`config.mk`:
```
export PLATFORM = sky130hd
export DESIGN_NAME = lru_key_value_table
export DESIGN_NICKNAME = d
export VERILOG_FILES = /design/src/hdl/lkv_pkg.sv /design/src/hdl/lkv_store.sv /design/src/hdl/lru_key_value_table.sv
export SDC_FILE = /design/constraint.sdc
export NUM_CORES = 1
export LEC_CHECK = 0
export BUFFER_PORTS_ARGS = -buffer_cell sky130_fd_sc_hd__buf_2
export CORE_AREA = 2 2 283 285
export DETAILED_ROUTE_END_ITERATION = 6
export DIE_AREA = 0 0 285 287
export PLACE_DENSITY = 0.91
export SYNTH_ARGS = -nofsm -noshare
export SYNTH_HDL_FRONTEND = slang
export SYNTH_SLANG_ARGS = --single-unit
```
`constraint.sdc`:
```
create_clock -name i_clk -period 9.5 [get_ports i_clk]
set_input_delay 0.475 -clock i_clk [delete_from_list [all_inputs] [get_ports i_clk]]
set_output_delay 0.475 -clock i_clk [all_outputs]
set_load 0.1 [all_outputs]
```
`src/hdl/lkv_pkg.sv`:
```
// ----------------------------------------------------------------------------
// lkv_pkg: shared types and constants of the key/value table
// Opcodes, field widths, configuration reset and default sizes.
// ----------------------------------------------------------------------------
package lkv_pkg;

    localparam int ENTRIES_DEF    = 16;
    localparam int KEY_BITS_DEF   = 32;
    localparam int VALUE_BITS_DEF = 32;

    localparam int OPCODE_W = 2;
    localparam int FIELD_W  = 32;
    localparam int CAP_W    = 5;

    localparam logic [CAP_W-1:0] CAP_RESET = CAP_W'(16);

    localparam logic [OPCODE_W-1:0] OP_INSERT = 2'd0;
    localparam logic [OPCODE_W-1:0] OP_FIND   = 2'd1;
    localparam logic [OPCODE_W-1:0] OP_REMOVE = 2'd2;
    localparam logic [OPCODE_W-1:0] OP_CLEAR  = 2'd3;

    // write enables of the entry store
    typedef struct packed {
        logic key_we;
        logic val_we;
        logic rank_we;
    } t_store_we;

endpackage

```
`src/hdl/lkv_store.sv`:
```
// ----------------------------------------------------------------------------
// lkv_store: entry store of the key/value table
// Key, value and recency rank memories, one write and one registered read.
// ----------------------------------------------------------------------------
module lkv_store #(
    parameter int ENTRIES    = lkv_pkg::ENTRIES_DEF,
    parameter int KEY_BITS   = lkv_pkg::KEY_BITS_DEF,
    parameter int VALUE_BITS = lkv_pkg::VALUE_BITS_DEF
) (
    input  logic                        i_clk,
    input  lkv_pkg::t_store_we          i_we,
    input  logic [$clog2(ENTRIES)-1:0]  i_wr_addr,
    input  logic [KEY_BITS-1:0]         i_wr_key,
    input  logic [VALUE_BITS-1:0]       i_wr_val,
    input  logic [$clog2(ENTRIES)-1:0]  i_wr_rank,
    input  logic [$clog2(ENTRIES)-1:0]  i_rd_addr,
    output logic [KEY_BITS-1:0]         o_rd_key,
    output logic [VALUE_BITS-1:0]       o_rd_val,
    output logic [$clog2(ENTRIES)-1:0]  o_rd_rank
);

    localparam int RW = $clog2(ENTRIES);

    logic [KEY_BITS-1:0]   key_mem  [ENTRIES];
    logic [VALUE_BITS-1:0] val_mem  [ENTRIES];
    logic [RW-1:0]         rank_mem [ENTRIES];

    always_ff @(posedge i_clk) begin
        if (i_we.key_we) begin
            key_mem[i_wr_addr] <= i_wr_key;
        end
        if (i_we.val_we) begin
            val_mem[i_wr_addr] <= i_wr_val;
        end
        if (i_we.rank_we) begin
            rank_mem[i_wr_addr] <= i_wr_rank;
        end
        o_rd_key  <= key_mem[i_rd_addr];
        o_rd_val  <= val_mem[i_rd_addr];
        o_rd_rank <= rank_mem[i_rd_addr];
    end

endmodule

```
`src/hdl/lru_key_value_table.sv`:
```
// ----------------------------------------------------------------------------
// lru_key_value_table: fully associative key/value table, oldest-insert eviction
// All operations but clear walk the entries through one key comparator and rank unit.
// ----------------------------------------------------------------------------
// Steps: clear empties the table without a walk; find and remove scan every entry,
//   a remove that hits walks again to drop it; insert scans, then refreshes a known
//   key or writes a new one, evicting first if full, then evicts down to capacity.
// busy drops as the strobe rises, so the next item is taken at the edge ending
// the strobe cycle; the entry walks, one slot a cycle, set the rate.
// Synchronous active-low reset empties the table and sets capacity to 16; no stall.
module lru_key_value_table #(
    parameter int ENTRIES    = lkv_pkg::ENTRIES_DEF,
    parameter int KEY_BITS   = lkv_pkg::KEY_BITS_DEF,
    parameter int VALUE_BITS = lkv_pkg::VALUE_BITS_DEF
) (
    input  logic                              i_clk,
    input  logic                              i_rst_n,
    input  logic                              start,
    output logic                              busy,
    input  logic [lkv_pkg::OPCODE_W-1:0]      i_opcode,
    input  logic [lkv_pkg::FIELD_W-1:0]       i_lookup_key,
    input  logic [lkv_pkg::FIELD_W-1:0]       i_new_value,
    input  logic                              i_cfg_valid,
    output logic                              o_cfg_ready,
    input  logic [lkv_pkg::CAP_W-1:0]         i_cfg_data,
    output logic                              o_strobe,
    output logic                              o_found,
    output logic [lkv_pkg::FIELD_W-1:0]       o_read_value,
    output logic [$clog2(ENTRIES+1)-1:0]      o_occupancy
);

    localparam int IW   = $clog2(ENTRIES);
    localparam int RW   = IW;
    localparam int CW   = $clog2(ENTRIES + 1);
    localparam int CMPW = (CW > lkv_pkg::CAP_W) ? CW : lkv_pkg::CAP_W;

    localparam logic [2:0] S_IDLE   = 3'd0;
    localparam logic [2:0] S_SCAN   = 3'd1;
    localparam logic [2:0] S_HITUPD = 3'd2;
    localparam logic [2:0] S_DROP   = 3'd3;
    localparam logic [2:0] S_EVICT  = 3'd4;
    localparam logic [2:0] S_WRNEW  = 3'd5;
    localparam logic [2:0] S_CHECK  = 3'd6;

    // control state
    logic [2:0]                   r_state, n_state;
    logic [CW-1:0]                r_idx, n_idx;
    logic                         r_pvld, n_pvld;
    logic [ENTRIES-1:0]           r_valid, n_valid;
    logic [CW-1:0]                r_count, n_count;
    logic [lkv_pkg::CAP_W-1:0]    r_cap, n_cap;
    logic                         r_strobe, n_strobe;
    logic                         r_pend_new, n_pend_new;
    logic                         r_hit, n_hit;
    logic                         r_free_ok, n_free_ok;

    // item payload and scan results
    logic [lkv_pkg::OPCODE_W-1:0] r_op, n_op;
    logic [KEY_BITS-1:0]          r_key, n_key;
    logic [VALUE_BITS-1:0]        r_val, n_val;
    logic [IW-1:0]                r_pidx, n_pidx;
    logic [IW-1:0]                r_hit_slot, n_hit_slot;
    logic [RW-1:0]                r_hit_rank, n_hit_rank;
    logic [VALUE_BITS-1:0]        r_hit_val, n_hit_val;
    logic [IW-1:0]                r_free_slot, n_free_slot;
    logic [IW-1:0]                r_old_slot, n_old_slot;
    logic                         r_found, n_found;
    logic [VALUE_BITS-1:0]        r_read_value, n_read_value;

    lkv_pkg::t_store_we           st_we;
    logic [IW-1:0]                st_wr_addr;
    logic [RW-1:0]                st_wr_rank;
    logic [KEY_BITS-1:0]          rd_key;
    logic [VALUE_BITS-1:0]        rd_val;
    logic [RW-1:0]                rd_rank;

    logic                         slot_v;
    logic                         key_eq;
    logic                         rank_zero;
    logic                         rank_above;
    logic [RW-1:0]                rank_dec;
    logic                         pass_last;
    logic                         over_cap;

    lkv_store #(
        .ENTRIES    (ENTRIES),
        .KEY_BITS   (KEY_BITS),
        .VALUE_BITS (VALUE_BITS)
    ) u_store (
        .i_clk      (i_clk),
        .i_we       (st_we),
        .i_wr_addr  (st_wr_addr),
        .i_wr_key   (r_key),
        .i_wr_val   (r_val),
        .i_wr_rank  (st_wr_rank),
        .i_rd_addr  (r_idx[IW-1:0]),
        .o_rd_key   (rd_key),
        .o_rd_val   (rd_val),
        .o_rd_rank  (rd_rank)
    );

    assign slot_v     = r_pvld && r_valid[r_pidx];
    assign key_eq     = (rd_key == r_key);
    assign rank_zero  = (rd_rank == '0);
    assign rank_above = (rd_rank > r_hit_rank);
    assign rank_dec   = rd_rank - RW'(1);
    assign pass_last  = (r_idx == CW'(ENTRIES));
    assign over_cap   = (CMPW'(r_count) > CMPW'(r_cap));

    always_comb begin
        n_state      = r_state;
        n_idx        = r_idx;
        n_pvld       = r_pvld;
        n_valid      = r_valid;
        n_count      = r_count;
        n_cap        = r_cap;
        n_strobe     = 1'b0;
        n_pend_new   = r_pend_new;
        n_hit        = r_hit;
        n_free_ok    = r_free_ok;
        n_op         = r_op;
        n_key        = r_key;
        n_val        = r_val;
        n_pidx       = r_idx[IW-1:0];
        n_hit_slot   = r_hit_slot;
        n_hit_rank   = r_hit_rank;
        n_hit_val    = r_hit_val;
        n_free_slot  = r_free_slot;
        n_old_slot   = r_old_slot;
        n_found      = r_found;
        n_read_value = r_read_value;
        st_we        = '0;
        st_wr_addr   = r_pidx;
        st_wr_rank   = rank_dec;

        if (i_cfg_valid) begin
            n_cap = i_cfg_data;
        end

        // walk counter: issue one slot a cycle, process it the cycle after
        if (r_state != S_IDLE && r_state != S_WRNEW && r_state != S_CHECK) begin
            if (pass_last) begin
                n_idx  = '0;
                n_pvld = 1'b0;
            end else begin
                n_idx  = r_idx + CW'(1);
                n_pvld = 1'b1;
            end
        end

        unique case (r_state)
            S_IDLE: begin
                if (start) begin
                    n_op         = i_opcode;
                    n_key        = KEY_BITS'(i_lookup_key);
                    n_val        = VALUE_BITS'(i_new_value);
                    n_hit        = 1'b0;
                    n_free_ok    = 1'b0;
                    n_pend_new   = 1'b0;
                    n_idx        = '0;
                    n_pvld       = 1'b0;
                    n_found      = 1'b0;
                    n_read_value = '0;
                    if (i_opcode == lkv_pkg::OP_CLEAR) begin
                        n_valid  = '0;
                        n_count  = '0;
                        n_strobe = 1'b1;
                    end else begin
                        n_state = S_SCAN;
                    end
                end
            end
            S_SCAN: begin
                if (slot_v && key_eq && !r_hit) begin
                    n_hit      = 1'b1;
                    n_hit_slot = r_pidx;
                    n_hit_rank = rd_rank;
                    n_hit_val  = rd_val;
                end
                if (r_pvld && !r_valid[r_pidx] && !r_free_ok) begin
                    n_free_ok   = 1'b1;
                    n_free_slot = r_pidx;
                end
                if (slot_v && rank_zero) begin
                    n_old_slot = r_pidx;
                end
                if (pass_last) begin
                    unique case (r_op)
                        lkv_pkg::OP_INSERT: begin
                            if (n_hit) begin
                                n_state = S_HITUPD;
                            end else if (r_count >= CW'(ENTRIES)) begin
                                n_pend_new = 1'b1;
                                n_state    = S_EVICT;
                            end else begin
                                n_state = S_WRNEW;
                            end
                        end
                        lkv_pkg::OP_FIND: begin
                            n_found      = n_hit;
                            n_read_value = n_hit ? n_hit_val : '0;
                            n_strobe     = 1'b1;
                            n_state      = S_IDLE;
                        end
                        lkv_pkg::OP_REMOVE: begin
                            if (n_hit) begin
                                n_state = S_DROP;
                            end else begin
                                n_strobe = 1'b1;
                                n_state  = S_IDLE;
                            end
                        end
                        lkv_pkg::OP_CLEAR: begin
                            n_strobe = 1'b1;
                            n_state  = S_IDLE;
                        end
                        default: begin
                            n_state = S_IDLE;
                        end
                    endcase
                end
            end
            S_HITUPD: begin
                if (slot_v) begin
                    if (r_pidx == r_hit_slot) begin
                        // refreshed entry becomes the youngest
                        st_we.val_we  = 1'b1;
                        st_we.rank_we = 1'b1;
                        st_wr_rank    = RW'(r_count - CW'(1));
                    end else if (rank_above) begin
                        st_we.rank_we = 1'b1;
                    end
                end
                if (pass_last) begin
                    n_state = S_CHECK;
                end
            end
            S_DROP: begin
                if (slot_v) begin
                    if (r_pidx == r_hit_slot) begin
                        n_valid[r_pidx] = 1'b0;
                    end else if (rank_above) begin
                        st_we.rank_we = 1'b1;
                    end
                end
                if (pass_last) begin
                    n_count  = r_count - CW'(1);
                    n_strobe = 1'b1;
                    n_state  = S_IDLE;
                end
            end
            S_EVICT: begin
                // oldest entry leaves, every other entry ages down by one
                if (slot_v) begin
                    if (rank_zero) begin
                        n_valid[r_pidx] = 1'b0;
                    end else begin
                        st_we.rank_we = 1'b1;
                    end
                end
                if (pass_last) begin
                    n_count = r_count - CW'(1);
                    if (r_pend_new) begin
                        n_state = S_WRNEW;
                    end else begin
                        n_state = S_CHECK;
                    end
                end
            end
            S_WRNEW: begin
                st_we      = '1;
                st_wr_addr = r_free_ok ? r_free_slot : r_old_slot;
                st_wr_rank = RW'(r_count);
                n_valid[st_wr_addr] = 1'b1;
                n_count    = r_count + CW'(1);
                n_pend_new = 1'b0;
                n_state    = S_CHECK;
            end
            S_CHECK: begin
                if (over_cap) begin
                    n_state = S_EVICT;
                end else begin
                    n_strobe = 1'b1;
                    n_state  = S_IDLE;
                end
            end
            default: begin
                n_state = S_IDLE;
            end
        endcase
    end

    always_ff @(posedge i_clk) begin
        if (!i_rst_n) begin
            r_state    <= S_IDLE;
            r_idx      <= '0;
            r_pvld     <= 1'b0;
            r_valid    <= '0;
            r_count    <= '0;
            r_cap      <= lkv_pkg::CAP_RESET;
            r_strobe   <= 1'b0;
            r_pend_new <= 1'b0;
            r_hit      <= 1'b0;
            r_free_ok  <= 1'b0;
        end else begin
            r_state    <= n_state;
            r_idx      <= n_idx;
            r_pvld     <= n_pvld;
            r_valid    <= n_valid;
            r_count    <= n_count;
            r_cap      <= n_cap;
            r_strobe   <= n_strobe;
            r_pend_new <= n_pend_new;
            r_hit      <= n_hit;
            r_free_ok  <= n_free_ok;
        end
    end

    always_ff @(posedge i_clk) begin
        r_op         <= n_op;
        r_key        <= n_key;
        r_val        <= n_val;
        r_pidx       <= n_pidx;
        r_hit_slot   <= n_hit_slot;
        r_hit_rank   <= n_hit_rank;
        r_hit_val    <= n_hit_val;
        r_free_slot  <= n_free_slot;
        r_old_slot   <= n_old_slot;
        r_found      <= n_found;
        r_read_value <= n_read_value;
    end

    assign busy         = (r_state != S_IDLE);
    assign o_cfg_ready  = 1'b1;
    assign o_strobe     = r_strobe;
    assign o_found      = r_found;
    assign o_read_value = lkv_pkg::FIELD_W'(r_read_value);
    assign o_occupancy  = r_count;

endmodule
```
==> results.cfg, run 1 <==
[status]
run_status = finished with violations
violations = max-capacitance violations, max-slew violations

[yosys]
post_synth_num_cell_types = 68
synth.area.top_cells = sky130_fd_sc_hd__edfxtp_1 73%, sky130_fd_sc_hd__mux4_2 15%, sky130_fd_sc_hd__dfxtp_1 4.4%
synth_enable_flop_cells = 1235
post_synthesis_instance_area_um2 = 50900
yosys_warnings = 0
yosys.area.top_type_share_pct = 72.8
synth.ff_latch_count = 1346
yosys_most_used_dff = sky130_fd_sc_hd__edfxtp_1
yosysSeqAreaShare_pct = 77.2
postSynthCellCount = 2332
share_of_synthesized_flip_flops_with_an_asynchronous_set_or_reset_pct = 0
synthesis.area_per_instance_um2 = 21.8
synth.net_count = 2421
post-synth-top-area-cell = sky130_fd_sc_hd__edfxtp_1

[timing]
final-setup-viol-count = 0
finalHoldViolCount = 0
grt_setup_unrepaired = false
clock-skew-final_ps = 28.5
clock.fmax_ghz = 0.207
setup_tns_ps = 0
finalWorstPathRequiredPeriod_ps = 4840
holdWs_ps = 10.1
final_max_slew_viol_count = 6
maxSlewHeadroom_pct = -2.21
post-route-period-util_pct = 51.0
timing_worst_slew_pin_value_ps = 1520

[cts]
clock-root-buffer = sky130_fd_sc_hd__clkbuf_16
tritoncts = yes
clkSlewWorstSetupHoldPaths_ps = 80
post_cts_resize_count = 0
cts_max_path_buffers = 3
ctsHtreeMaxLevel = 3
cts_made_buffers = 120
clock_insertion_delay_worst_skew_ps = 710
clock-sinks = 1346

[detailed_routing]
initialDrtViolationCount = 5152
ant_nets = 0
total_number_of_vias = 27500
routed_wl_mm = 141
detail_route.drc_violations = 0
vias_per_cell = 7.43
drt_pass1_iterations = 6
drt-wirelength-per-cell_um = 38.1

[layout]
finalNetCount = 2631
register_area_um2 = 39300
layout-drive-gt1-share_pct = 27.6
post_layout_instance_count_excluding_filler_cells = 3699
multi_input_comb_area_um2 = 11300
layout.cells.most_common = sky130_fd_sc_hd__edfxtp_1
fillerInstances = 3962
most-common-layout-cells = 1235 x sky130_fd_sc_hd__edfxtp_1, 340 x sky130_fd_sc_hd__mux4_2, 123 x sky130_fd_sc_hd__clkbuf_16
area_growth_syn_to_layout_pct = 12.9
layout.cell_area.non_filler_um2 = 57500

[place]
postPlaceCellArea_um2 = 52900
place.detailed.hpwl_mm = 71.1
dp_cells = 3412
port_buffers = 114
gp_routability_congestion = 0.850

[critical_path]
timing.critical_path.slowest_stage_cell = sky130_fd_sc_hd__nor2_4
reg2reg_slack_ps = 4660
ff2ff_path_depth = 6
nature_of_the_critical_path_endpoint = flop
r2r-start = r_pidx[1]
crit_required_ps = 9800
cell_chain_of_the_critical_path = mux2i_1, a22oi_1, nand4_2, a21boi_2, o21bai_1, nor2_4
r2r_end = u_store.val_mem[8][13]
cp-start-kind = flop
cp.arrival_ps = 5140
timing.critical_path.fanout_max = 32
timing_worst_setup_path_type = flop to flop
stage_delay_of_the_slowest_cell_on_the_critical_path_ps = 1060

[min_path]
min_path_cells = 1
worstHoldEndpoint = r_key[12]
worst_hold_startpoint = i_lookup_key[12]
min-delay-path-class = primary input to flop

[global_routing]
grt_util_all_layers_pct = 35.0
globalRouteMet3Util_pct = 11.4
grt_max_degree = 181
grt_util_met1_pct = 47.8
global_route.usage.met2_pct = 53.3
first_pass_grt_wire_length_mm = 201
busiest_layer = met2
grt_antenna_before_repair = 12
grt_pass1_vias = 27200
grt_remaining_overflow = 0

[run]
drv.max_cap_violation_count = 1

[power]
power_mw = 12.4
power.ir.vdd_worst_mv = 0.156
powerDensity_nw_per_um2 = 215
leakage_power_figure_nw = 17.9

[die]
top_level_ports = 116
floorplan.die_area_um2 = 81800
fp.dieW_um = 285
die_height_um = 287
row_count = 103
start_util_pct = 64.8
floorplan.core_area_um2 = 78600
## repair_timing
action / in CTS / in global routing
setup buffers: 0 / 0
endpoints found under the hold margin: 54 / 1
hold buffers: 54 / 1
## critical path: cells and delay by family, from the launching register on
family	cells	cell delay [ps]
AND/OR/NAND/NOR	2	1520
flip-flops	1	850
multiplexers	1	320
AO/OA/AOI/OAI	3	1720
## registers in the layout (all words and copies together) (netlist names), 5 cells and up
name and flops:
u_store.key_mem 512, u_store.o_rd_val 32, u_store.rank_mem 64, u_store.val_mem 512, r_cap 5, r_hit_val 32, u_store.o_rd_key 32, r_valid 16
o_occupancy 5, r_key 32, r_idx 5, r_val 32, o_read_value 32
## how the worst max path moves through the flow
stage | to | from
2_1_floorplan | o_found | r_idx[0]
3_3_place_gp | u_store.val_mem[8][22] | r_pidx[1]
3_5_place_dp | u_store.val_mem[8][21] | r_pidx[1]
4_1_cts | u_store.val_mem[8][28] | r_pidx[1]
5_1_grt | u_store.val_mem[8][14] | r_pidx[1]
6_report | u_store.val_mem[8][13] | r_pidx[1]
## layout make-up
type	count	share of cell area (%)
Multi-Input combinational cell	846	19.6
Clock buffer	162	5.81
Inverter	22	0.146
Antenna cell	1	0.00435
Clock inverter	66	1.25
Sequential cell	1346	68.4
Timing Repair Buffer	206	2.49
Tap cell	1050	2.28
## synthesized netlist by cell type (19+ instances only)
cell,number
sky130_fd_sc_hd__a22oi_1,39
sky130_fd_sc_hd__dfxtp_1,111
sky130_fd_sc_hd__o21ai_0,19
sky130_fd_sc_hd__nor3_1,26
sky130_fd_sc_hd__xor2_1,41
sky130_fd_sc_hd__nand2_1,48
sky130_fd_sc_hd__clkbuf_1,80
sky130_fd_sc_hd__inv_1,22
sky130_fd_sc_hd__mux2_1,29
sky130_fd_sc_hd__edfxtp_1,1235
sky130_fd_sc_hd__a21oi_1,21
sky130_fd_sc_hd__nor2_1,102
sky130_fd_sc_hd__buf_1,26
sky130_fd_sc_hd__mux4_2,340
## through the flow
step | util [%] | setup slack [ps]
after floorplan | - | 4930
after global placement | 67.3 | 5450
after detailed placement | 67.3 | 5140
after CTS | 73.1 | 4950
after global routing | 73.2 | 4540
final | 73.2 | 4660
## routing by layer
metal | share of wire, % | vias up
li1 | - | 10100
met3 | 15 | 542
met4 | 4.9 | 14
met2 | 47 | 2885
met5 | 0.070 | -
met1 | 34 | 13900
## kinds of logic (layout without fill, tap and decap cells)
group | after synthesis | after routing | share of synthesized area (%)
flops | 1346 | 1346 | 77.2
fa+ha+maj | 14 | 14 | 0.344
buf+inv | 140 | 456 | 1.13
mux | 388 | 388 | 16.1
simple gates | 253 | 253 | 2.39
xor+xnor | 43 | 43 | 0.739
compound gates | 147 | 147 | 2.15
other cells | 1 | 2 | 0.00736
## power by group
part,total (mW),switching (mW),internal [mW]
logic,0.509,0.309,0.201
clock network,5.13,2.26,2.88
registers,6.71,0.153,6.56
total,12.4,2.72,9.64
No activity file was read; power rests on OpenSTA's default activity.
==> run 2, diff against run 1 <==
- CORE_AREA: 2 2 283 285 -> 2 2 290 292
- DIE_AREA: 0 0 285 287 -> 0 0 292 294
- PLACE_DENSITY: 0.91 -> 0.88
- clock period: 9.5 -> 4.5 ns (I/O delays scaled with it)
==> run 2 against run 1 <==
The run now ends clean. Die area increased by 5.0%. Core utilization decreased by 3.3 points. First-iteration DRC count is 5.7% higher. Non-clock buffer count rose by 48. Cell count up 2.1%. Count of clock-buffer cells in the layout grew 5. Wire length up 2.6%. Global-route usage fell by 0.87 points. Register-to-register slack worse by 4300 ps. Via count is 1.4% higher. Combinational power rose by 120%. Critical path depth unchanged. Largest cell class unchanged. Largest power group unchanged. Highest routed layer unchanged.
==> results.cfg, run 2 (same netlist as run 1, synthesis figures left out) <==
[detailed_routing]
highest_layer = met5
drt-wirelength-per-cell_um = 38.3
met3_wirelength_mm = 20.9
initialDrtViolationCount = 5444
drt_pass1_iterations = 6
vias_per_cell = 7.38
drt-met1-wl_mm = 49.3
ant_nets = 0
routed_wl_mm = 145
detail_route.drc_violations = 0
met2_length_mm = 67.9
total_number_of_vias = 27900

[die]
floorplan.die_area_um2 = 85800
floorplan.core_area_um2 = 82900
fp.dieW_um = 292
row_count = 106
start_util_pct = 61.4
top_level_ports = 116
die_height_um = 294

[critical_path]
cp.arrival_ps = 4560
crit_required_ps = 4880
stage_delay_of_the_slowest_cell_on_the_critical_path_ps = 980
nature_of_the_critical_path_endpoint = flop
cell_chain_of_the_critical_path = xor2_1, nor4_1, nand4_1, a2111oi_4, buf_12, and2_1
timing.critical_path.buf_inv = 1
timing_worst_setup_path_type = flop to flop
timing.critical_path.fanout_max = 63
timing.critical_path.slowest_stage_cell = sky130_fd_sc_hd__nor4_1
critical_path.top_delay_family = simple AND/OR/NAND/NOR gates
cp-start-kind = flop

[cts]
tritoncts = yes
ctsHoldBuffers = 78
clkSlewWorstSetupHoldPaths_ps = 80
setup_buffers_after_cts = 0
cts_made_buffers = 120
cts_max_path_buffers = 3
clock-sinks = 1346
ctsHtreeMaxLevel = 3
clock-root-buffer = sky130_fd_sc_hd__clkbuf_16
post_cts_resize_count = 0
clock_insertion_delay_worst_skew_ps = 740

[layout]
layout-drive-gt1-share_pct = 28.0
layout.cell_area.non_filler_um2 = 57900
post_layout_instance_count_excluding_filler_cells = 3778
largest_registers = u_store.key_mem x512, u_store.val_mem x512, u_store.rank_mem x64
area_growth_syn_to_layout_pct = 13.7
most-common-layout-cells = 1235 x sky130_fd_sc_hd__edfxtp_1, 340 x sky130_fd_sc_hd__mux4_2, 121 x sky130_fd_sc_hd__clkbuf_16
fillerInstances = 4357
layout.cells.most_common = sky130_fd_sc_hd__edfxtp_1
post-route-util_pct = 69.8
finalNetCount = 2679

[timing]
finalWorstPathRequiredPeriod_ps = 4180
final_max_slew_viol_count = 0
grt_setup_unrepaired = false
post-route-period-util_pct = 92.9
timing_worst_slew_pin_value_ps = 1290
finalHoldViolCount = 0
clock-skew-final_ps = 34.5
clock.fmax_ghz = 0.239
maxSlewHeadroom_pct = 13.9
setup_tns_ps = 0
final-setup-viol-count = 0

[global_routing]
grt_pass1_vias = 27500
first_pass_grt_wire_length_mm = 206
grt_antenna_before_repair = 12
grt_max_degree = 95
grt_util_all_layers_pct = 34.1
grt_remaining_overflow = 0

[power]
powerDensity_nw_per_um2 = 446
leakage_power_figure_nw = 18.0
power.ir.vdd_worst_mv = 0.339

[min_path]
min-delay-path-class = primary input to flop

[place]
place.detailed.hpwl_mm = 72.9
port_buffers = 114
gp_routability_congestion = 0.881
postPlaceCellArea_um2 = 53200
dp_cells = 3470

[status]
run_status = finished, final reports clean

[run]
drv.max_cap_violation_count = 0
-- run 2: cell count changes in the layout (fill, tap and decap cells not counted), moves of 3 or more --
cell / previous run / this run
sky130_fd_sc_hd__clkbuf_8: 12 / 16
sky130_fd_sc_hd__dlygate4sd3_1: 55 / 78
sky130_fd_sc_hd__clkbuf_1: 27 / 30
sky130_fd_sc_hd__bufinv_16: 15 / 8
sky130_fd_sc_hd__buf_4: 33 / 55
sky130_fd_sc_hd__clkinv_1: 15 / 12
sky130_fd_sc_hd__buf_12: 2 / 7
-- run 2: final timing paths --
path | from | endpoint | slack [ps] | depth (start not counted)
setup / recovery | r_key[13] | r_hit_slot[0] | 320 | 6
hold / removal | start | o_strobe | 120 | 5
setup reg to reg | r_key[13] | r_hit_slot[0] | 320 | 6
hold reg to reg | r_valid[12] | r_valid[12] | 500 | 1
-- run 2: cell type report --
type                       instances  area (um2)  area share [%]
tap                             1080        1350            2.33
timing repair buffer             254        1900            3.29
clock buffer                     167        3360            5.81
clock inverter                    60         561           0.968
inverter                          22        85.1           0.147
sequential                      1346       39300            67.9
multi-input combinational        846       11300            19.5
antenna                            3        7.51          0.0130
-- run 2: layer usage --
layer / track usage (%) / up-vias
met5: 0 / -
met4: 13.8 / 18
met3: 8.97 / 487
met2: 52.6 / 3103
met1: 47.3 / 14000
li1: - / 10200
-- run 2: through the flow --
| step | power, mW | worst slack (ps) | hold slack [ps] |
|---|---|---|---|
| 5_1_grt | 26.3 | 171 | 214 |
| 3_5_place_dp | 15.4 | 677 | 403 |
| 4_1_cts | 25.7 | 478 | 88.9 |
| 6_report | 25.8 | 321 | 115 |
| 3_3_place_gp | 15.3 | 803 | 401 |
| 2_1_floorplan | 15.0 | 686 | 324 |
-- run 2: power breakdown --
part	total, mW	internal (mW)	switching [mW]	leakage (nW)
registers	14.2	13.9	0.325	12.1
clock network	10.5	5.70	4.84	1.92
logic	1.12	0.448	0.675	4.01
total	25.8	20.0	5.83	18.0
-- run 2: worst register-to-register path, stage by stage (launching register included) --
cell and delay (ps):
sky130_fd_sc_hd__edfxtp_1 670, sky130_fd_sc_hd__xor2_1 270, sky130_fd_sc_hd__nor4_1 980, sky130_fd_sc_hd__nand4_1 600, sky130_fd_sc_hd__a2111oi_4 520, sky130_fd_sc_hd__buf_12 350, sky130_fd_sc_hd__and2_1 440
